==> src/hdl/sqa_tsu_spin_bank.sv <==
// ---------------------------------------------------------------------------
// SQA spin bank
// One trotter slice of spin bits: one write port, two registered read ports.
// ---------------------------------------------------------------------------
`timescale 1ns / 1ps
`default_nettype none

module sqa_tsu_spin_bank #(
   parameter int SPIN_COUNT = 1024
) (
   input  logic                          clock,
   input  logic                          wr_en,
   input  logic [$clog2(SPIN_COUNT)-1:0] wr_addr,
   input  logic                          wr_data,
   input  logic                          rd_en,
   input  logic [$clog2(SPIN_COUNT)-1:0] rd_addr_i,
   input  logic [$clog2(SPIN_COUNT)-1:0] rd_addr_j,
   output logic                          rd_data_i,
   output logic                          rd_data_j
);

   logic spin_ff [SPIN_COUNT];
   logic rd_i_ff;
   logic rd_j_ff;

   // read-first: a write at the same edge is picked up by forwarding upstream
   always_ff @(posedge clock) begin
      if (wr_en) begin
         spin_ff[wr_addr] <= wr_data;
      end
      if (rd_en) begin
         rd_i_ff <= spin_ff[rd_addr_i];
         rd_j_ff <= spin_ff[rd_addr_j];
      end
   end

   assign rd_data_i = rd_i_ff;
   assign rd_data_j = rd_j_ff;

endmodule

`default_nettype wire

==> config.mk <==
export PLATFORM = sky130hd
export DESIGN_NAME = sqa_tsu_spin_bank
export DESIGN_NICKNAME = d
export VERILOG_FILES = /design/src/hdl/sqa_tsu_spin_bank.sv
export SDC_FILE = /design/constraint.sdc
export NUM_CORES = 2
export LEC_CHECK = 0
export ABC_AREA = 1
export BUFFER_PORTS_ARGS = -buffer_cell sky130_fd_sc_hd__buf_4
export CORE_MARGIN = 1
export CORE_UTILIZATION = 40
export DETAILED_ROUTE_END_ITERATION = 8
export GPL_TIMING_DRIVEN = 1
export PLACE_DENSITY = 0.57
export SLEW_MARGIN = 15
export SYNTH_ARGS = -nofsm -noshare
export SYNTH_HDL_FRONTEND = slang
export SYNTH_SLANG_ARGS = --single-unit
==> constraint.sdc <==
create_clock -name clock -period 2 [get_ports clock]
set_clock_uncertainty 0.15 [all_clocks]
set_input_delay 0.2 -clock clock [delete_from_list [all_inputs] [get_ports clock]]
set_output_delay 0.2 -clock clock [all_outputs]
set_load 0.005 [all_outputs]
==> run metrics <==
run status complete, no violations; worst reg-to-reg path cell count 13; LEAKAGE 0.02492 µW; beginning of the worst register-to-register path spin_ff[502]; most instantiated cells after synthesis 2142 x nand2_1, 2034 x nand3_1, 1042 x nor2_1, 1026 x edfxtp_1, 278 x buf_2; PD cells 776.5 nW/µm²; number of detailed-route iterations in the first pass 8; headroom to the max-slew limit 0.6239; Starting Density 0.4056; H-tree depth reported by CTS 3; count of vias placed by the detailed router 54290; number of DRC violations after detailed-routing iteration 0 around 9000; number of library cell types mapped by synthesis 18; Max Clk Rate 504.7 MHz; sequential fraction of the synthesis area 0.5417; max-cap violation count 0; Post-Syn Nets between 7000 and 8000; start point of the critical path spin_ff[502]; Critical Path Fanout Max 2; biggest area contributors in the synthesized netlist edfxtp_1 54%, nand3_1 18%, nand2_1 14%; actual transition at the worst max-transition pin roughly 0.56 ns; Filler cells ~13000; final number of max-transition violations 0; maximum number of pins on one net before global-route repair 120; vertical die dimension about 380 µm; type of destination of the critical path flop; post-route minimum period 1.981 ns; worst ir drop on vdd slightly above 0.7 mV; class of the worst hold path in -> reg; Final #Nets slightly above 7000; clock tree from TritonCTS yes; DP HPWL around 140000 µm; worst setup path endpoint rd_data_j; Area Growth Syn to Fin 19.38%; number of flops mapped to enable cells by yosys 1026; overall track demand over capacity in global routing 0.3196; area of the die about 140000 µm²; overflow left after global routing 0; share of post-route cells with drive strength above 1 0.1274; Inserted Clock Buffers ~120; total of flip-flops plus latches after synthesis between 1000 and 1500; via count of the first global-routing pass just over 50000; R2R Path End rd_data_j; unrepaired setup endpoints after global routing true; Async SR Flop Fraction 0; global-route wire length before repair 338600 µm; leading cell type by number of instances after synthesis nand2_1; final routed wirelength across all metal layers between 200000 and 250000 µm; buffer depth of the longest clock path 3; Die Span X around 380 µm; total power after layout roughly 53000 µW; total core area 140200 µm²; Final period util 0.9906; Worst-Skew Late Latency 0.79 ns; Antenna Violating Nets Remaining 0; number of port buffers 35; Post-Synthesis Mean Instance Area around 8 µm²; I/O Pins 36; portion of synthesized cell area occupied by the leading cell type 0.5417; cell taking the most area after synthesis edfxtp_1; RePlAce Congestion ~0.96; cell at the root of the clock tree clkbuf_16; Via-to-Cell Ratio ~6.0; Cell Area, Synth ~57000 µm²; Req. time, crit path between 2 and 2.5 ns; Std-Cell Rows 137; arrival time at the worst endpoint around 2.4 ns; Final Hold Fails 0; critical path class reg -> reg; kind of start point of the critical path flop; clock sink count around 1000; Main synth FF type edfxtp_1; Wirelength per Cell 25.78 µm; final setup violation count 0; antenna violations before repair 9; synthesized netlist cell count about 7000; Setup TNS 0 ns; FF-to-FF setup slack ~0.019 ns; # DRC 0; warnings from Yosys 0; clock slew at the register clock pins of the worst setup and hold paths approximately 0.06 ns
-- logic make-up after synthesis --
family / synth area share
buffers and inverters: 0.06596
and+or+nand+nor: 0.3923
DFF: 0.5417
-- per-stage QoR --
step	cell area (µm²)	utilization	std cells	hold slack (ns)	worst slack, ns
5_1_grt	67890	0.4842	9029	0.08783	-0.1003
4_1_cts	67390	0.4806	9030	0.01371	0.002073
6_report	67890	0.4842	9031	0.01461	0.01871
2_1_floorplan	56870	-	6967	0.1489	0.1841
3_5_place_dp	63040	0.4496	8791	0.3368	-0.5933
3_3_place_gp	63040	0.4496	8791	0.3435	-0.6101
-- layer usage --
layer	share of wire	vias up	routed length, µm	track usage
met1	0.38	26160	88760	0.4221
met3	0.11	741	26690	0.06008
li1	-	23710	-	-
met4	0.057	8	13360	0.1737
met5	0.00023	-	54	0
met2	0.45	3667	103900	0.4949
-- worst max-delay path: stages, from the launching register on --
cell      delay, ns
edfxtp_1       0.40
nand2_1        0.09
nand3_1        0.06
nand3_1        0.08
nand3_1        0.11
nand3_2        0.13
nand3_1        0.08
buf_4          0.17
nand3_1        0.09
nand2_2        0.10
nand2_1        0.08
nand3_1        0.08
nand3_1        0.08
nand2_1        0.05
-- cell type report --
cell class / count / area (µm²) / share of cell area
sequential: 1026 / 30810 / 0.4538
multi-input combinational: 5251 / 23060 / 0.3397
timing repair buffer: 607 / 7463 / 0.1099
clock buffer: 137 / 2960 / 0.04360
tap: 1876 / 2347 / 0.03457
clock inverter: 76 / 952.2 / 0.01402
inverter: 56 / 292.8 / 0.004312
antenna: 2 / 5.005 / 0.00007372
-- worst min-delay path by stage --
stage,from,to,slack (ns),cells past startpoint
after floorplan,wr_data,spin_ff[0],0.15,0
after global placement,rd_en,rd_data_j,0.34,1
after detailed placement,rd_en,rd_data_i,0.34,1
after CTS,wr_addr[7],spin_ff[778],0.01,5
after global routing,wr_addr[3],spin_ff[694],0.09,6
final,wr_addr[3],spin_ff[822],0.01,6
-- where the power goes --
group	internal [µW]	leakage, µW	switching [µW]
Combinational	2190	0.0138	4310
Sequential	23700	0.00922	15.5
Clock	13200	0.00191	9300
-- cells in the final DEF (no fill, tap or decap), drive strengths merged, types with 21 or more instances in the layout --
cell type	count
nor2	1042
edfxtp	1026
dlygate4sd3	24
buf	583
nand2	2143
inv	56
clkbuf	137
nor3	24
bufinv	21
clkinv	54
nand3	2035
-- registers in the layout, indices dropped and copies added (netlist names) --
register,count
spin_ff,1024
rd_data_i,1
rd_data_j,1
-- repair_timing --
action,in CTS,in global routing
endpoints found under the hold margin,514,0
buffers inserted,0,1
pin swaps,4,40
setup endpoints to repair,2,77
hold buffers,26,0
resized for setup,36,103
Power figures use the tool's default switching activity.
