[src/hdl/sqa_tsu_pkg.sv]
// ---------------------------------------------------------------------------
// SQA spin update package
// Types, codes and helpers shared by the trotter spin update block.
// ---------------------------------------------------------------------------
`timescale 1ns / 1ps
`default_nettype none

package sqa_tsu_pkg;

   localparam int ACC_W = 48;   // energy accumulator
   localparam int DE_W  = 52;   // decision arithmetic, never overflows

   typedef enum logic [1:0] {
      REQ_WRITE    = 2'd0,
      REQ_READ     = 2'd1,
      REQ_COUPLING = 2'd2
   } req_kind_type;

   typedef enum logic [1:0] {
      CSR_TROTTER_COUNT  = 2'd0,
      CSR_QUANTUM_ENERGY = 2'd1,
      CSR_HALF_INV_BETA  = 2'd2
   } csr_index_type;

   typedef struct packed {
      logic [3:0]         trotter_count;
      logic signed [31:0] quantum_energy;
      logic [30:0]        half_inv_beta;
   } cfg_type;

   // item held in the work stage, indexes already reduced
   typedef struct packed {
      req_kind_type       req_kind;
      logic [2:0]         trotter;
      logic [9:0]         spin;
      logic [9:0]         partner;
      logic signed [31:0] coupling;
      logic               write_spin;
      logic signed [31:0] field_h;
      logic               last_term;
   } item_type;

   typedef struct packed {
      logic       en;
      logic [2:0] trotter;
      logic [9:0] spin;
      logic       value;
   } wr_type;

   typedef struct packed {
      logic [2:0] trotter;
      logic [9:0] spin;
      logic       value;
      logic       flipped;
   } result_type;

   // remainder by restoring compare/subtract steps; quotient stays below 128
   function automatic logic [9:0] mod_reduce(input logic [9:0]  value,
                                             input logic [12:0] modulus);
      logic [19:0] rem;
      logic [19:0] step;
      rem = 20'(value);
      for (int k = 6; k >= 0; k--) begin
         step = 20'(modulus) << k;
         if (rem >= step) begin
            rem = rem - step;
         end
      end
      return rem[9:0];
   endfunction

endpackage

`default_nettype wire

[src/hdl/sqa_tsu_update.sv]
// ---------------------------------------------------------------------------
// SQA spin update datapath
// Coupling accumulate, neighbor term, Metropolis compare and write-back.
// ---------------------------------------------------------------------------
`timescale 1ns / 1ps
`default_nettype none

module sqa_tsu_update #(
   parameter int TROTTER_SLICES = 8
) (
   input  sqa_tsu_pkg::item_type                item,
   input  sqa_tsu_pkg::cfg_type                 cfg,
   input  logic signed [63:0]                   product,
   input  logic signed [sqa_tsu_pkg::ACC_W-1:0] acc,
   input  logic [TROTTER_SLICES-1:0]            rd_i,
   input  logic [TROTTER_SLICES-1:0]            rd_j,
   input  sqa_tsu_pkg::wr_type                  last_wr,
   output logic signed [sqa_tsu_pkg::ACC_W-1:0] acc_next,
   output sqa_tsu_pkg::wr_type                  wr,
   output sqa_tsu_pkg::result_type              result,
   output logic                                 has_result
);
   import sqa_tsu_pkg::*;

   localparam int TW = $clog2(TROTTER_SLICES);
   localparam int NW = TW + 1;

   logic [TW-1:0]            slice;
   logic [TW-1:0]            up;
   logic [TW-1:0]            down;
   logic [NW-1:0]            n;
   logic                     s_j;
   logic                     s_me;
   logic                     s_up;
   logic                     s_down;
   logic                     flip;
   logic                     is_decide;
   logic signed [ACC_W-1:0]  cpl;
   logic signed [ACC_W-1:0]  term;
   logic signed [ACC_W-1:0]  acc_sum;
   logic signed [DE_W-1:0]   q;
   logic signed [DE_W-1:0]   qsel;
   logic signed [DE_W-1:0]   de_sum;
   logic signed [DE_W-1:0]   de_full;
   logic signed [DE_W-1:0]   de;
   logic signed [DE_W-1:0]   thr;

   // newest spin: the write retired at the edge this item was read
   function automatic logic fwd(input logic [TW-1:0] bank, input logic [9:0] spin,
                                input logic raw, input wr_type w);
      return (w.en && TW'(w.trotter) == bank && w.spin == spin) ? w.value : raw;
   endfunction

   always_comb begin
      slice = TW'(item.trotter);

      if (cfg.trotter_count == 4'd0) begin
         n = NW'(1);
      end else if ({4'd0, cfg.trotter_count} > 8'(TROTTER_SLICES)) begin
         n = NW'(TROTTER_SLICES);
      end else begin
         n = NW'(cfg.trotter_count);
      end

      up   = (slice == '0) ? TW'(n - NW'(1)) : slice - TW'(1);
      down = ((NW'(slice) + NW'(1)) >= n) ? '0 : slice + TW'(1);

      s_j    = fwd(slice, item.partner, rd_j[slice], last_wr);
      s_me   = fwd(slice, item.spin,    rd_i[slice], last_wr);
      s_up   = fwd(up,    item.spin,    rd_i[up],    last_wr);
      s_down = fwd(down,  item.spin,    rd_i[down],  last_wr);

      cpl     = {{(ACC_W-32){item.coupling[31]}}, item.coupling};
      term    = s_j ? cpl : -cpl;
      acc_sum = acc + term;

      q = {{(DE_W-32){cfg.quantum_energy[31]}}, cfg.quantum_energy};
      if (s_up == s_down) begin
         qsel = s_up ? -q : q;
      end else begin
         qsel = '0;
      end

      de_sum  = {{(DE_W-ACC_W){acc_sum[ACC_W-1]}}, acc_sum} + qsel;
      de_full = {de_sum[DE_W-2:0], 1'b0}
              + {{(DE_W-32){item.field_h[31]}}, item.field_h};
      de      = s_me ? de_full : -de_full;

      // floor of the Q16.16 product is its arithmetic shift
      thr  = {{(DE_W-48){product[63]}}, product[63:16]};
      flip = de > thr;

      is_decide  = (item.req_kind == REQ_COUPLING) && item.last_term;
      has_result = (item.req_kind == REQ_READ) || is_decide;

      if (item.req_kind == REQ_COUPLING) begin
         acc_next = item.last_term ? '0 : acc_sum;
      end else begin
         acc_next = acc;
      end

      wr.en      = (item.req_kind == REQ_WRITE) || is_decide;
      wr.trotter = item.trotter;
      wr.spin    = item.spin;
      wr.value   = (item.req_kind == REQ_WRITE) ? item.write_spin : (s_me ^ flip);

      result.trotter = item.trotter;
      result.spin    = item.spin;
      result.value   = (item.req_kind == REQ_READ) ? s_me : (s_me ^ flip);
      result.flipped = (item.req_kind == REQ_READ) ? 1'b0 : flip;
   end

endmodule

`default_nettype wire

[config.mk]
export PLATFORM = sky130hd
export DESIGN_NAME = sqa_tsu_update
export DESIGN_NICKNAME = d
export VERILOG_FILES = /design/src/hdl/sqa_tsu_pkg.sv /design/src/hdl/sqa_tsu_update.sv
export SDC_FILE = /design/constraint.sdc
export NUM_CORES = 1
export LEC_CHECK = 0
export BUFFER_PORTS_ARGS = -buffer_cell sky130_fd_sc_hd__buf_2
export CORE_UTILIZATION = 55
export DETAILED_ROUTE_END_ITERATION = 16
export GPL_ROUTABILITY_DRIVEN = 0
export GPL_TIMING_DRIVEN = 0
export PLACE_DENSITY = 0.95
export SLEW_MARGIN = 15
export SYNTH_ARGS = -nofsm -noshare
export SYNTH_HDL_FRONTEND = slang
export SYNTH_SLANG_ARGS = --single-unit
[constraint.sdc]
create_clock -name vclk -period 30
set_clock_uncertainty 0.2 [all_clocks]
set_input_delay 9 -clock vclk [all_inputs]
set_output_delay 9 -clock vclk [all_outputs]
set_load 0.1 [all_outputs]
==> flow_metrics.py, run 1 <==
metrics = {
    "routing": {
        "viasPerCell": 6.59,
        "wl_met1_mm": 20.2,
        "wl_met3_mm": 5.36,
        "drt-pass1-iter-count": 7,
        "wl_per_cell_um": 19.1,
        "vias": 18000,
        "drt_iter0_drc": 2182,
        "drc_errors": 0,
        "wl_met2_mm": 23.1,
        "drt-total-wl_mm": 52.3,
        "drtAntennaViolNets": 0,
        "highest_layer": "met4",
    },
    "finish": {
        "clockBufferCount": 0,
        "nFlopsAndLatches": 0,
        "syn_to_final_growth_pct": 22.3,
        "drive_gt1_share_pct": 24.2,
        "fin_nets": 2913,
        "regArea_um2": 0,
        "fillCellCount": 1962,
    },
    "floorplan": {
        "rows": 58,
        "io_pins": 380,
        "die_area_mm2": 0.0261,
        "die_y_um": 162,
        "core_area_mm2": 0.0251,
        "start_util_pct": 55.8,
        "die_w_um": 162,
    },
    "critical_path": {
        "cp_slowest_cell": "or4_4",
        "critPathMaxFanout": 10,
        "crit_top_cell": "o21ai_0",
        "cp_num_buf_inv": 7,
        "critical_path.startpoint_type": "input pin",
        "max_stage_delay_ns": 0.55,
        "critPathKind": "in -> out",
        "cp_data_required_time_ns": 20.80,
        "cp-end-kind": "output port",
        "crit_family": "compound AO/OA/AOI/OAI gates",
        "crit_arrival_ns": 20.71,
    },
    "global_routing": {
        "grt_max_degree": 25,
        "grt_pass1_vias": 16400,
        "grt_pass1_wl_mm": 77.0,
        "grt_overflow": 0,
        "grt_usage_pct": 35.2,
        "antenna_found_initial": 9,
    },
    "outcome": {
        "status": "finished, final reports clean",
    },
    "placement": {
        "port_buffers": 331,
        "pre_cts_ws_ns": -1.75,
        "dp_hpwl_mm": 41.0,
    },
    "synthesis": {
        "syn_nets": 2543,
        "synth_top_area_share_pct": 19.1,
        "synth_area_leaders": "ha_1, xnor2_1, a21oi_1",
        "ys_seq_area_share_pct": 0,
        "yosysTopAreaCell": "ha_1",
        "synthCells": 2025,
        "yosysMostFrequentCell": "ha_1",
        "synth.distinct_cells": 93,
        "yosysWarningCount": 0,
        "avgSynthCellArea_um2": 6.92,
        "syn_area_mm2": 0.0140,
        "ys_top_cells_by_count": "ha_1, a21oi_1, o21ai_0",
    },
    "sta": {
        "fin_crit_sh_pct": 99.7,
        "hold_viol_final": 0,
        "slew_headroom_pct": 24.5,
        "worst_slack_ns": 0.0861,
        "setup_viol": 0,
        "worst_pin_slew_ns": 1.13,
        "slew_violations": 0,
        "fin_crit_ns": 29.91,
        "max_freq_mhz": 33.4,
        "rsz0062_at_grt": "yes",
    },
    "flow_run": {
        "cap_violations": 0,
    },
    "hold_path": {
        "hold_class": "in -> out",
    },
    "cts": {
        "holdBufCountCts": 0,
    },
}
what timing repair did:
item / CTS / global route
gates resized for setup: 47 / 135
buffers inserted: 5 / 35
pin swaps: 6 / 54
endpoints found under the setup margin: 3 / 3
metal layers:
metal | vias to the layer above | GRT usage, %
met1 | 8160 | 43.0
met2 | 1269 | 59.1
met5 | - | 0
li1 | 8270 | -
met3 | 307 | 4.21
met4 | 0 | 21.0
cell type report:
class | instances | area [um2] | area share [%]
Buffer | 85 | 498 | 2.91
Inverter | 112 | 424 | 2.48
Antenna cell | 8 | 20.0 | 0.117
Timing Repair Buffer | 371 | 1980 | 11.5
Multi-Input combinational cell | 1825 | 13800 | 80.5
Tap cell | 330 | 413 | 2.41
kinds of logic (layout without fill, tap and decap cells):
| group | after synthesis | count (layout) | share of synthesized area [%] |
|---|---|---|---|
| buf+inv | 200 | 568 | 6.09 |
| mux | 22 | 22 | 2.13 |
| compound gates | 714 | 714 | 33.8 |
| simple gates | 639 | 639 | 23.6 |
| xor+xnor | 233 | 233 | 14.8 |
| fa+ha+maj | 217 | 217 | 19.5 |
| other cells | 0 | 8 | 0 |
worst paths after layout:
kind / to / slack (ns) / start / cells past startpoint
max: wr[0] / 0.09 / item[87] / 48
min: result[14] / 18.19 / item[88] / 2
per-stage QoR:
stage,hold WS [ns],area (um2),TNS (ns),std cells,utilization [%]
2_1_floorplan,18.01,14000,0,2025,-
3_3_place_gp,18.18,16100,-3.78,2686,64.2
3_5_place_dp,18.19,16100,-4.64,2686,64.2
4_1_cts,18.19,16300,0,2689,64.9
5_1_grt,18.19,17100,-1.16,2731,68.2
6_report,18.19,17100,0,2731,68.2
cell usage in the layout (no fill, tap or decap), types with 22 or more instances in the layout:
master,synthesis,routed
buf_2,4,333
ha_1,214,201
a21oi_1,173,157
nor2_1,154,151
o21ai_0,157,147
nand2_1,149,147
xnor2_1,140,132
inv_1,112,111
a21o_1,102,102
xor2_1,91,88
buf_4,26,67
a22o_1,53,53
nor3_1,55,48
clkbuf_1,56,38
nand3_1,39,37
nand4_1,35,35
or3_1,29,28
nand2b_1,27,27
nor2b_1,26,24
o21a_1,22,22
Power of run 1 is left out: the tool's default activity adds up to more than one toggle a clock period on the data nets, which glitch-free logic cannot reach.
==> run 2: changes to the inputs <==
- MAX_ROUTING_LAYER: default -> met4
==> flow_metrics.py, run 2 (synthesized netlist as in run 1, its figures left out) <==
metrics = {
    "floorplan": {
        "die_y_um": 162,
        "core_area_mm2": 0.0251,
        "die_area_mm2": 0.0261,
        "rows": 58,
        "die_w_um": 162,
        "start_util_pct": 55.8,
        "io_pins": 380,
    },
    "finish": {
        "nFlopsAndLatches": 0,
        "fin_nets": 2913,
        "drive_gt1_share_pct": 24.3,
        "clockBufferCount": 0,
        "final_common_cell": "buf_2",
        "regArea_um2": 0,
        "syn_to_final_growth_pct": 22.3,
        "fin_area_mm2": 0.0171,
        "final_cell_mix": "buf_2, ha_1, a21oi_1",
    },
    "routing": {
        "wl_per_cell_um": 19.1,
        "viasPerCell": 6.60,
        "drtAntennaViolNets": 0,
        "drt_iter0_drc": 2079,
        "vias": 18000,
        "drt-total-wl_mm": 52.2,
        "drt-pass1-iter-count": 7,
        "drc_errors": 0,
    },
    "sta": {
        "fin_crit_sh_pct": 99.8,
        "slew_violations": 0,
        "fin_setup_tns_ns": 0,
        "slew_headroom_pct": 24.1,
        "worst_pin_slew_ns": 1.12,
        "worst_slack_ns": 0.0461,
        "rsz0062_at_grt": "yes",
        "max_freq_mhz": 33.4,
        "fin_crit_ns": 29.95,
        "setup_viol": 0,
        "hold_viol_final": 0,
    },
    "placement": {
        "port_buffers": 331,
        "dpl_cell_area_mm2": 0.0161,
        "pre_cts_ws_ns": -1.75,
        "dp_hpwl_mm": 41.0,
    },
    "global_routing": {
        "grt_pass1_vias": 16400,
        "grt_usage_pct": 36.2,
        "grt_pass1_wl_mm": 76.9,
        "grt_overflow": 0,
        "antenna_found_initial": 7,
        "grt_max_degree": 25,
    },
    "flow_run": {
        "cap_violations": 0,
    },
    "critical_path": {
        "crit_family": "compound AO/OA/AOI/OAI gates",
        "cp-end-kind": "output port",
        "crit_top_cell": "a21oi_1",
        "crit_arrival_ns": 20.75,
        "cp_num_buf_inv": 3,
        "cp_data_required_time_ns": 20.80,
        "critical_path.startpoint_type": "input pin",
        "cp_slowest_cell": "or4_4",
        "max_stage_delay_ns": 0.57,
        "critPathKind": "in -> out",
        "critPathMaxFanout": 8,
    },
    "cts": {
        "holdBufCountCts": 0,
    },
    "hold_path": {
        "hold_class": "in -> out",
    },
    "outcome": {
        "status": "finished, final reports clean",
    },
}
-- run 2: area by class of cell --
type                            instances  area [um2]
Multi-Input combinational cell       1825       13800
Fill cell                            1965        7970
Timing Repair Buffer                  371        1980
Buffer                                 85         500
Inverter                              112         424
Tap cell                              330         413
Antenna cell                            7        17.5
-- run 2: worst paths after layout --
kind / start / to / slack [ns] / cells after the start
worst max-delay path: item[38] / wr[0] / 0.05 / 48
worst min-delay path: item[88] / result[14] / 18.19 / 2
-- run 2: through the flow --
step / util, % / std cells / hold WS (ns)
floorplan: - / 2025 / 18.01
global placement: 64.2 / 2686 / 18.18
detailed placement: 64.2 / 2686 / 18.19
CTS: 64.9 / 2689 / 18.19
global route: 68.3 / 2730 / 18.19
finish: 68.3 / 2730 / 18.19
-- run 2: layer usage --
| layer | GRT usage [%] | wire (um) |
|---|---|---|
| met2 | 59.0 | 22800 |
| met1 | 42.9 | 20500 |
| met3 | 4.19 | 5230 |
| met4 | 21.2 | 3710 |
| met5 | - | 0 |
-- run 2: what timing repair did --
action                     CTS  global route
setup endpoints to repair    3             3
hold endpoints to repair     0             0
pin swaps                    6            55
setup buffers                5            35
resized for setup           47           139
Power of run 2 is left out for the same reason.
