<file path="config.mk">
export PLATFORM = sky130hd
export DESIGN_NAME = sqa_tsu_csr_flat
export DESIGN_NICKNAME = d
export VERILOG_FILES = /design/src/hdl/sqa_tsu_pkg.sv /design/src/hdl/sqa_tsu_if.sv /design/src/hdl/sqa_tsu_csr.sv /design/src/flat_wrapper.sv
export SDC_FILE = /design/constraint.sdc
export NUM_CORES = 1
export LEC_CHECK = 0
export ABC_AREA = 1
export BUFFER_PORTS_ARGS = -buffer_cell sky130_fd_sc_hd__buf_2
export CORE_ASPECT_RATIO = 1.2
export CORE_MARGIN = 3
export CORE_UTILIZATION = 44
export DETAILED_ROUTE_END_ITERATION = 8
export GPL_TIMING_DRIVEN = 1
export PLACE_DENSITY = 0.78
export SETUP_SLACK_MARGIN = 0.1
export SLEW_MARGIN = 0
export SYNTH_ARGS = -nofsm -noshare
export SYNTH_HDL_FRONTEND = slang
export SYNTH_SLANG_ARGS = --single-unit
</file>
<file path="constraint.sdc">
create_clock -name clock -period 0.8 [get_ports clock]
set_input_delay 0.12 -clock clock [delete_from_list [all_inputs] [get_ports clock]]
set_output_delay 0.12 -clock clock [all_outputs]
set_load 0.01 [all_outputs]
</file>
<file path="src/hdl/sqa_tsu_pkg.sv">
// ---------------------------------------------------------------------------
// SQA spin update package
// Types, codes and helpers shared by the trotter spin update block.
// ---------------------------------------------------------------------------
`timescale 1ns / 1ps
`default_nettype none

package sqa_tsu_pkg;

   localparam int ACC_W = 48;   // energy accumulator
   localparam int DE_W  = 52;   // decision arithmetic, never overflows

   typedef enum logic [1:0] {
      REQ_WRITE    = 2'd0,
      REQ_READ     = 2'd1,
      REQ_COUPLING = 2'd2
   } req_kind_type;

   typedef enum logic [1:0] {
      CSR_TROTTER_COUNT  = 2'd0,
      CSR_QUANTUM_ENERGY = 2'd1,
      CSR_HALF_INV_BETA  = 2'd2
   } csr_index_type;

   typedef struct packed {
      logic [3:0]         trotter_count;
      logic signed [31:0] quantum_energy;
      logic [30:0]        half_inv_beta;
   } cfg_type;

   // item held in the work stage, indexes already reduced
   typedef struct packed {
      req_kind_type       req_kind;
      logic [2:0]         trotter;
      logic [9:0]         spin;
      logic [9:0]         partner;
      logic signed [31:0] coupling;
      logic               write_spin;
      logic signed [31:0] field_h;
      logic               last_term;
   } item_type;

   typedef struct packed {
      logic       en;
      logic [2:0] trotter;
      logic [9:0] spin;
      logic       value;
   } wr_type;

   typedef struct packed {
      logic [2:0] trotter;
      logic [9:0] spin;
      logic       value;
      logic       flipped;
   } result_type;

   // remainder by restoring compare/subtract steps; quotient stays below 128
   function automatic logic [9:0] mod_reduce(input logic [9:0]  value,
                                             input logic [12:0] modulus);
      logic [19:0] rem;
      logic [19:0] step;
      rem = 20'(value);
      for (int k = 6; k >= 0; k--) begin
         step = 20'(modulus) << k;
         if (rem >= step) begin
            rem = rem - step;
         end
      end
      return rem[9:0];
   endfunction

endpackage

`default_nettype wire

</file>
<file path="src/hdl/sqa_tsu_if.sv">
// ---------------------------------------------------------------------------
// SQA spin update channels
// Request, response and register write channels with valid/ready.
// ---------------------------------------------------------------------------
`timescale 1ns / 1ps
`default_nettype none


interface sqa_tsu_csr_if;
   logic        valid;
   logic        ready;
   logic [1:0]  index;
   logic [31:0] data;

   modport source (output valid, index, data, input ready);
   modport sink (input valid, index, data, output ready);
endinterface

`default_nettype wire

</file>
<file path="src/hdl/sqa_tsu_csr.sv">
// ---------------------------------------------------------------------------
// SQA spin update registers
// Slice count, quantum coupling energy and 0.5/beta.
// ---------------------------------------------------------------------------
`timescale 1ns / 1ps
`default_nettype none

module sqa_tsu_csr (
   input  logic                 clock,
   input  logic                 reset,
   sqa_tsu_csr_if.sink          csr_bus,
   output sqa_tsu_pkg::cfg_type cfg
);
   import sqa_tsu_pkg::*;

   cfg_type cfg_ff;
   cfg_type cfg_in;

   assign csr_bus.ready = 1'b1;
   assign cfg           = cfg_ff;

   always_comb begin
      cfg_in = cfg_ff;
      if (csr_bus.valid) begin
         case (csr_index_type'(csr_bus.index))
            CSR_TROTTER_COUNT:  cfg_in.trotter_count  = csr_bus.data[3:0];
            CSR_QUANTUM_ENERGY: cfg_in.quantum_energy = csr_bus.data;
            CSR_HALF_INV_BETA:  cfg_in.half_inv_beta  = csr_bus.data[30:0];
            default:            cfg_in = cfg_ff;
         endcase
      end
   end

   always_ff @(posedge clock) begin
      if (reset) begin
         cfg_ff.trotter_count  <= 4'd8;
         cfg_ff.quantum_energy <= '0;
         cfg_ff.half_inv_beta  <= 31'd65536;
      end else begin
         cfg_ff <= cfg_in;
      end
   end

endmodule

`default_nettype wire

</file>
<file path="src/flat_wrapper.sv">
// flat-port wrapper written by rule: the top's interface ports become plain ports
module sqa_tsu_csr_flat import sqa_tsu_pkg::*;
  (clock, reset, cfg, csr_bus_valid, csr_bus_index, csr_bus_data, csr_bus_ready);
  sqa_tsu_csr_if csr_bus_i ();
  input  logic clock;
  input  logic reset;
  output sqa_tsu_pkg::cfg_type cfg;
  input wire logic [$bits(csr_bus_i.valid)-1:0] csr_bus_valid;
  input wire logic [$bits(csr_bus_i.index)-1:0] csr_bus_index;
  input wire logic [$bits(csr_bus_i.data)-1:0] csr_bus_data;
  output wire logic [$bits(csr_bus_i.ready)-1:0] csr_bus_ready;
  assign csr_bus_i.valid = csr_bus_valid;
  assign csr_bus_i.index = csr_bus_index;
  assign csr_bus_i.data = csr_bus_data;
  assign csr_bus_ready = csr_bus_i.ready;
  sqa_tsu_csr u_core (.clock(clock), .reset(reset), .csr_bus(csr_bus_i), .cfg(cfg));
endmodule
</file>
==> results.toml, run 1 <==
[run_status]
outcome = "finished with violations"
violations = "setup timing"

[power]
power.total_w = 0.007335
irDropWorstVdd_mv = 1.717
p_per_area_nw_per_um2 = 1751
p_leak_nw = 2.307

[setup_path]
worstSetupEndpointType = "output port"
cp.arrival_ns = 0.79
cpLargestDelayFamily = "flip-flops"
required_ns = 0.68
cp_slowest_cell = "dfxtp_2"
startpoint_type = "flop"
path_cells = "buf_6"
crit_fanout = 2
crit_type = "flop to output port"
path_buf_inv = 1
slowest_delay_ns = 0.35

[finish]
fin_util_pct = 68.79
drive_gt1_share_pct = 41.22
nets = 575
syn_to_final_growth_pct = 50.27
multi_input_area_um2 = 1079
regArea_um2 = 1425
largest_reg_flops = 67
nFillCells = 496
antenna_cells = 0

[logic_synthesis]
yosysTopAreaCellShare_pct = 48.11
synth_warnings = 0
async_flop_share_pct = 0
yosysMostFrequentCell = "nand2_1"
yosys.area.top_type = "dfxtp_1"
yosysSeqAreaShare_pct = 48.11
syn_inst = 427
synth_enable_flop_cells = 0
netlist_top_cells_area = "dfxtp_1 (48%), nand2_1 (18%), nor2_1 (17%)"
synth_top_flop_cell = "dfxtp_1"
avgSynthCellArea_um2 = 6.529
ys_top_cells_by_count = "nand2_1 (130), nor2_1 (128), inv_1 (68)"
yosysUniqueCellTypes = 14
synth-seq-cells = 67
syn_nets = 464
netlist_area_um2 = 2788

[detailed_routing]
routed_wl_um = 7406
firstDrtPassIters = 4
drt_iter0_markers = 147
viasPerCell = 4.377
ant_nets = 0
routed-via-count = 2727
drc = 0
wl_per_cell_um = 11.89

[timing]
hold_viol_final = 0
tns_ns = -6.020
fin_crit_sh_pct = 113.6
fin_worst_skew_ns = 0
grt_setup_unrepaired = "yes"
layout_min_cycle_time_ns = 0.9085
maxSlewViolCount = 0
fmax_mhz = 1101
setup_viol = 67
fin_ws_ns = -0.1085
whs_ns = 0.01466

[placement]
dp_hpwl_um = 4584
port_buffers = 103
gp_congestion = 0.7469

[floorplan]
design.core.area_um2 = 6090
die-area_um2 = 7331
die_x_um = 78.66
ios = 105
rows = 31
start_util_pct = 45.78
die_h_um = 93.20

[run]
max-cap-violations = 0

[clock_tree]
cts_buffer_depth = 2
cts_hold_buf = 0
cts_tree = "done"
clk_pin_slew_ns = 0.07
root_buffer = "clkbuf_8"
cts.sinks = 67
h-tree-depth = 3
cts-buffers-inserted = 9
insertion_delay_ns = 0.33

[global_routing]
antenna_found_initial = 0
gr-total-overflow = 0
grt_pass1_vias = 2694
grt_max_degree = 50
grt_pass1_wl_um = 11700
track_usage_pct = 20.03

[min_path]
hp-class = "input pin to flop"
-- kinds of logic after synthesis --
| group | synth area share [%] |
|---|---|
| AND/OR/NAND/NOR | 37.03 |
| buffers and inverters | 14.18 |
| flip-flops | 48.12 |
| AO/OA/AOI/OAI | 0.5384 |
| other | 0.1345 |
-- cells in the final DEF, fill, tap and decap left out, types with 2 or more instances in the layout --
cell type / n
a21oi_1: 3
buf_12: 5
buf_2: 36
buf_4: 9
buf_6: 70
clkbuf_8: 11
clkinv_2: 3
dfxtp_2: 67
inv_1: 56
inv_2: 12
nand2_1: 127
nand2_2: 3
nand3_1: 5
nand3_4: 2
nor2_1: 125
nor2_2: 3
-- where the power goes --
group          switching, W  internal, W  total [W]
registers          0.000128      0.00355    0.00368
clock network       0.00119      0.00124    0.00244
logic              0.000601     0.000621    0.00122
-- through the flow --
stage,instance area (um2),cells,worst slack (ns)
after floorplan,2849,427,0.07289
after global placement,3391,598,-0.1113
after detailed placement,3391,598,-0.1613
after CTS,4083,615,-0.1173
after global routing,4189,623,-0.1325
final,4189,623,-0.1085
-- path summary, 6_finish.rpt --
check	start	to	slack, ns	depth (start not counted)
worst max-delay path	u_core.cfg[37]$_SDFFE_PP0P_	cfg[37]	-0.11	1
worst min-delay path	csr_bus_data[31]	u_core.cfg[62]$_SDFFE_PP0P_	0.01	3
worst max register to register	u_core.cfg[42]$_SDFFE_PP0P_	u_core.cfg[42]$_SDFFE_PP0P_	0.06	5
worst min register to register	u_core.cfg[16]$_SDFFE_PP1P_	u_core.cfg[16]$_SDFFE_PP1P_	0.47	2
-- metal layers --
metal / GRT usage [%] / share of wire, %
met5: 0 / 0
met4: 9.767 / 1.8
met1: 20.88 / 42
met2: 37.11 / 52
met3: 4.721 / 4.8
-- layout make-up --
class                           instances  area share, %
Multi-Input combinational cell        271          25.75
Tap cell                               82          2.449
Timing Repair Buffer                  121          27.72
Inverter                               68          6.093
Clock buffer                           11          3.614
Sequential cell                        67          34.02
Clock inverter                          3         0.3584
-- timing repair --
action / in CTS / in global routing
buffers inserted: 3 / 6
pin swaps: 2 / 7
cloned: 0 / 2
endpoints found under the setup margin: 67 / 77
endpoints found under the hold margin: 0 / 0
gates resized for setup: 136 / 16
Power figures use the tool's default switching activity.
==> inputs of run 2 (changes only) <==
CTS_CLUSTER_DIAMETER = 150   (was default)
RECOVER_POWER = 25   (was default)
==> run 2 against run 1 <==
The flow still finishes with violations (setup timing). Die area did not move. Core utilization fell by 0.78 points. Count of clock-buffer cells in the layout stayed put. Register-to-register slack about the same. Critical path type unchanged. Setup slack barely moved. Global-route usage did not move. Wire length rose by 0.24%.
==> results.toml, run 2 (same netlist as run 1, synthesis figures left out) <==
[run_status]
outcome = "finished with violations"
violations = "setup timing"

[setup_path]
crit_fanout = 2
cp_slowest_cell = "dfxtp_2"
crit_type = "flop to output port"
slowest_delay_ns = 0.35
required_ns = 0.68
path_cells = "buf_6"
path_buf_inv = 1
startpoint_type = "flop"
cpLargestDelayFamily = "flip-flops"
worstSetupEndpointType = "output port"
cp.arrival_ns = 0.79

[power]
p_leak_nw = 2.291
p_per_area_nw_per_um2 = 1765
power.total_w = 0.007309
combPwrFrac_pct = 16.4
p_clk_share_pct = 33.3
switching_power_w = 0.001911
p_seq_share_pct = 50.3
sw_frac_of_total_pct = 26.14
irDropWorstVdd_mv = 1.719
p_int_w = 0.005398

[timing]
fin_ws_ns = -0.1086
fmax_mhz = 1101
fin_crit_sh_pct = 113.6
layout_min_cycle_time_ns = 0.9086
tns_ns = -6.046
fin_worst_skew_ns = 0
grt_setup_unrepaired = "yes"
whs_ns = 0.01422
hold_viol_final = 0
maxSlewViolCount = 0
setup_viol = 67

[detailed_routing]
wl_per_cell_um = 11.92
routed_wl_um = 7424
firstDrtPassIters = 4
drc = 0
viasPerCell = 4.395
routed-via-count = 2738
drt_iter0_markers = 139
ant_nets = 0

[floorplan]
die-area_um2 = 7331
rows = 31
start_util_pct = 45.78
ios = 105
die_h_um = 93.20
die_x_um = 78.66
design.core.area_um2 = 6090

[global_routing]
grt_pass1_wl_um = 11700
grt_pass1_vias = 2694
grt_max_degree = 50
antenna_found_initial = 0
track_usage_pct = 20.03
gr-total-overflow = 0

[clock_tree]
insertion_delay_ns = 0.33
cts_hold_buf = 0
cts-buffers-inserted = 9
cts.sinks = 67
cts_buffer_depth = 2
root_buffer = "clkbuf_8"
clk_pin_slew_ns = 0.07
cts_tree = "done"
h-tree-depth = 3

[finish]
drive_gt1_share_pct = 40.48
nets = 575
syn_to_final_growth_pct = 48.56
antenna_cells = 0
final_cell_mix = "nand2_1 (127), nor2_1 (125), buf_6 (73)"
fin_util_pct = 68.01
largest_reg_flops = 67
final_common_cell = "nand2_1"

[run]
max-cap-violations = 0

[placement]
gp_congestion = 0.7469
dp_hpwl_um = 4584
port_buffers = 103

[min_path]
hp-class = "input pin to flop"
## run 2: cell type report
cell class / instances / area [um2]
sequential: 67 / 1425
timing repair buffer: 121 / 1134
fill: 507 / 1948
clock inverter: 3 / 15.01
multi-input combinational: 271 / 1059
inverter: 68 / 255.2
tap: 82 / 102.6
clock buffer: 11 / 151.4
## run 2: through the flow
stage               area (um2)  worst slack [ns]  instances
finish                    4141           -0.1086        623
global route              4141           -0.1325        623
CTS                       4083           -0.1173        615
detailed placement        3391           -0.1613        598
global placement          3391           -0.1113        598
floorplan                 2849           0.07289        427
## run 2: final timing paths
| path | startpoint | endpoint | slack (ns) | cells past startpoint |
|---|---|---|---|---|
| worst min-delay path | csr_bus_data[31] | u_core.cfg[62]$_SDFFE_PP0P_ | 0.01 | 3 |
| worst max-delay path | u_core.cfg[37]$_SDFFE_PP0P_ | cfg[37] | -0.11 | 1 |
| worst min register to register | u_core.cfg[16]$_SDFFE_PP1P_ | u_core.cfg[16]$_SDFFE_PP1P_ | 0.47 | 2 |
| worst max register to register | u_core.cfg[42]$_SDFFE_PP0P_ | u_core.cfg[42]$_SDFFE_PP0P_ | 0.06 | 5 |
## run 2: power by group through the flow
stage	logic, W	clock network [W]	registers [W]
6_report	0.00120	0.00244	0.00368
5_1_grt	0.00134	0.00264	0.00369
4_1_cts	0.00116	0.00248	0.00367
3_5_place_dp	0.000949	0	0.00367
3_3_place_gp	0.000921	0	0.00366
2_1_floorplan	0.000487	0	0.00375
## run 2: timing repair
action                                  in CTS  in global routing
gates cloned                                 0                  2
resized for setup                          136                 16
pin swaps                                    2                  7
endpoints found under the setup margin      67                 77
setup buffers                                3                  6
## run 2: per-layer routing
layer | vias up | wire [um] | track usage, %
met2 | 73 | 3865 | 37.11
met1 | 1222 | 3045 | 20.88
met5 | - | 0 | 0
li1 | 1433 | - | -
met3 | 10 | 381 | 4.721
met4 | 0 | 131 | 9.767
==> inputs of run 3 (changes only) <==
CORE_UTILIZATION = 30   (was 44)
PLACE_DENSITY = 0.57   (was 0.78)
==> run 3 against run 2 <==
The flow still finishes with violations (setup timing). Sequential share of layout area is 0.32 points lower. Sequential power about the same. Register-to-register slack barely moved. Non-clock buffer count fell by 4. Maximum frequency rose by 0.80%. Hold slack improved by 0.0065 ns. Core utilization fell by 21 points. Cell count rose by 4.8%. Highest routed layer unchanged.
==> results.toml, run 3 (same netlist as run 1, synthesis figures left out) <==
[setup_path]
cpLargestDelayFamily = "flip-flops"
worstSetupStartpoint = "u_core.cfg[41]$_SDFFE_PP0P_"
worst-path-stages = 1
r2r_setup_slack_ns = 0.07
reg2reg_depth = 5
worstSetupEndpointType = "output port"
crit_type = "flop to output port"
endpoint = "cfg[41]"
r2r_start = "u_core.cfg[18]$_SDFFE_PP0P_"
path_cells = "buf_6"
crit_fanout = 2
cp_slowest_cell = "dfxtp_1"
regToRegEndpoint = "u_core.cfg[18]$_SDFFE_PP0P_"
cp.arrival_ns = 0.78
startpoint_type = "flop"
slowest_delay_ns = 0.34
required_ns = 0.68
path_buf_inv = 1

[timing]
grt_setup_unrepaired = "yes"
setup_viol = 67
maxSlewViolCount = 0
fin_worst_skew_ns = 0
fmax_mhz = 1109
fin_crit_sh_pct = 112.7
layout_min_cycle_time_ns = 0.9014
hold_viol_final = 0
fin_ws_ns = -0.1014

[placement]
gp_congestion = 0.7290
dp_cells = 636
dp_hpwl_um = 4761
port_buffers = 103

[clock_tree]
cts_hold_buf = 0
root_buffer = "clkbuf_8"
h-tree-depth = 3
insertion_delay_ns = 0.33
cts-buffers-inserted = 9
cts.sinks = 67
clk_pin_slew_ns = 0.06
cts_tree = "done"
cts_buffer_depth = 2

[floorplan]
rows = 37
die_h_um = 111.6
ios = 105
design.core.area_um2 = 8796
die-area_um2 = 10490
start_util_pct = 31.69
die_x_um = 94.00

[detailed_routing]
drc = 0
firstDrtPassIters = 4
viasPerCell = 4.058
routed-via-count = 2650
drt_iter0_markers = 107
wl_per_cell_um = 10.69
ant_nets = 0
routed_wl_um = 6978

[power]
p_clk_share_pct = 32.0
p_leak_nw = 2.268
p_int_w = 0.005317
combPwrFrac_pct = 16.5
irDropWorstVdd_mv = 0.8000
p_per_area_nw_per_um2 = 1712
sw_frac_of_total_pct = 25.50
p_seq_share_pct = 51.5
switching_power_w = 0.001820

[run_status]
outcome = "finished with violations"
violations = "setup timing"

[finish]
nFillCells = 909
fin_cells = 653
fin_util_pct = 47.40
final_cell_mix = "nand2_1 (128), nor2_1 (125), buf_6 (69)"
antenna_cells = 0
nets = 571
drive_gt1_share_pct = 38.25
final_common_cell = "nand2_1"
largest_reg_flops = 67
syn_to_final_growth_pct = 49.55

[min_path]
hp-class = "input pin to flop"

[global_routing]
track_usage_pct = 13.87
gr-total-overflow = 0
antenna_found_initial = 0
grt_max_degree = 36
grt_pass1_vias = 2486
grt_pass1_wl_um = 11630

[run]
max-cap-violations = 0
[run 3: cell count changes in the layout (fill, tap and decap cells not counted), sizes merged]
cell / delta
clkbuf: -2
clkinv: -3
[run 3: worst min path at each step]
stage / start / end / slack (ns) / depth (start not counted)
2_1_floorplan: csr_bus_data[27] / u_core.cfg[27]$_SDFFE_PP0P_ / 0.25 / 2
3_3_place_gp: csr_bus_data[31] / u_core.cfg[62]$_SDFFE_PP0P_ / 0.34 / 3
3_5_place_dp: csr_bus_data[31] / u_core.cfg[62]$_SDFFE_PP0P_ / 0.36 / 3
4_1_cts: csr_bus_data[31] / u_core.cfg[62]$_SDFFE_PP0P_ / 0.002 / 3
5_1_grt: csr_bus_data[31] / u_core.cfg[62]$_SDFFE_PP0P_ / 0.02 / 3
6_report: csr_bus_data[31] / u_core.cfg[62]$_SDFFE_PP0P_ / 0.02 / 3
[run 3: what timing repair did]
item	in CTS	in global routing
setup buffers	2	2
pin swaps	0	5
resized for setup	138	9
endpoints found under the setup margin	67	74
[run 3: final cells by class]
class	instances	area [um2]	area share, %
clock buffers	13	148.9	3.571
inverters	68	255.2	6.122
multi-input cells	271	1075	25.78
flip-flops and latches	67	1421	34.09
well taps	117	146.4	3.511
repair buffers	117	1122	26.92
[run 3: power by group through the flow]
stage | clock, W | combinational [W] | sequential [W]
3_5_place_dp | 0 | 0.000969 | 0.00367
3_3_place_gp | 0 | 0.000958 | 0.00367
4_1_cts | 0.00242 | 0.00118 | 0.00368
2_1_floorplan | 0 | 0.000487 | 0.00375
5_1_grt | 0.00255 | 0.00133 | 0.00370
6_report | 0.00228 | 0.00118 | 0.00368
[run 3: worst min-delay path, delay by kind of cell]
family | cells | cell delay [ns]
buffers and inverters | 1 | 0.07
and+or+nand+nor | 2 | 0.11
[run 3: stage by stage]
stage               setup WS [ns]  power [W]  hold WS, ns  instance area (um2)  TNS (ns)
global route              -0.1429   0.007578      0.01525                 4169    -8.523
floorplan                 0.07289   0.004241       0.2549                 2849         0
CTS                       -0.1258   0.007266     0.001748                 4140    -7.451
finish                    -0.1014   0.007137      0.02067                 4169    -5.803
detailed placement        -0.1196   0.004641       0.3559                 3470    -6.440
global placement          -0.1018   0.004624       0.3446                 3470    -5.434
[run 3: metal layers]
metal	wire, um	global-route usage (%)
met5	0	0
met4	101	5.202
met3	445	4.257
met2	3310	23.21
met1	3121	16.51
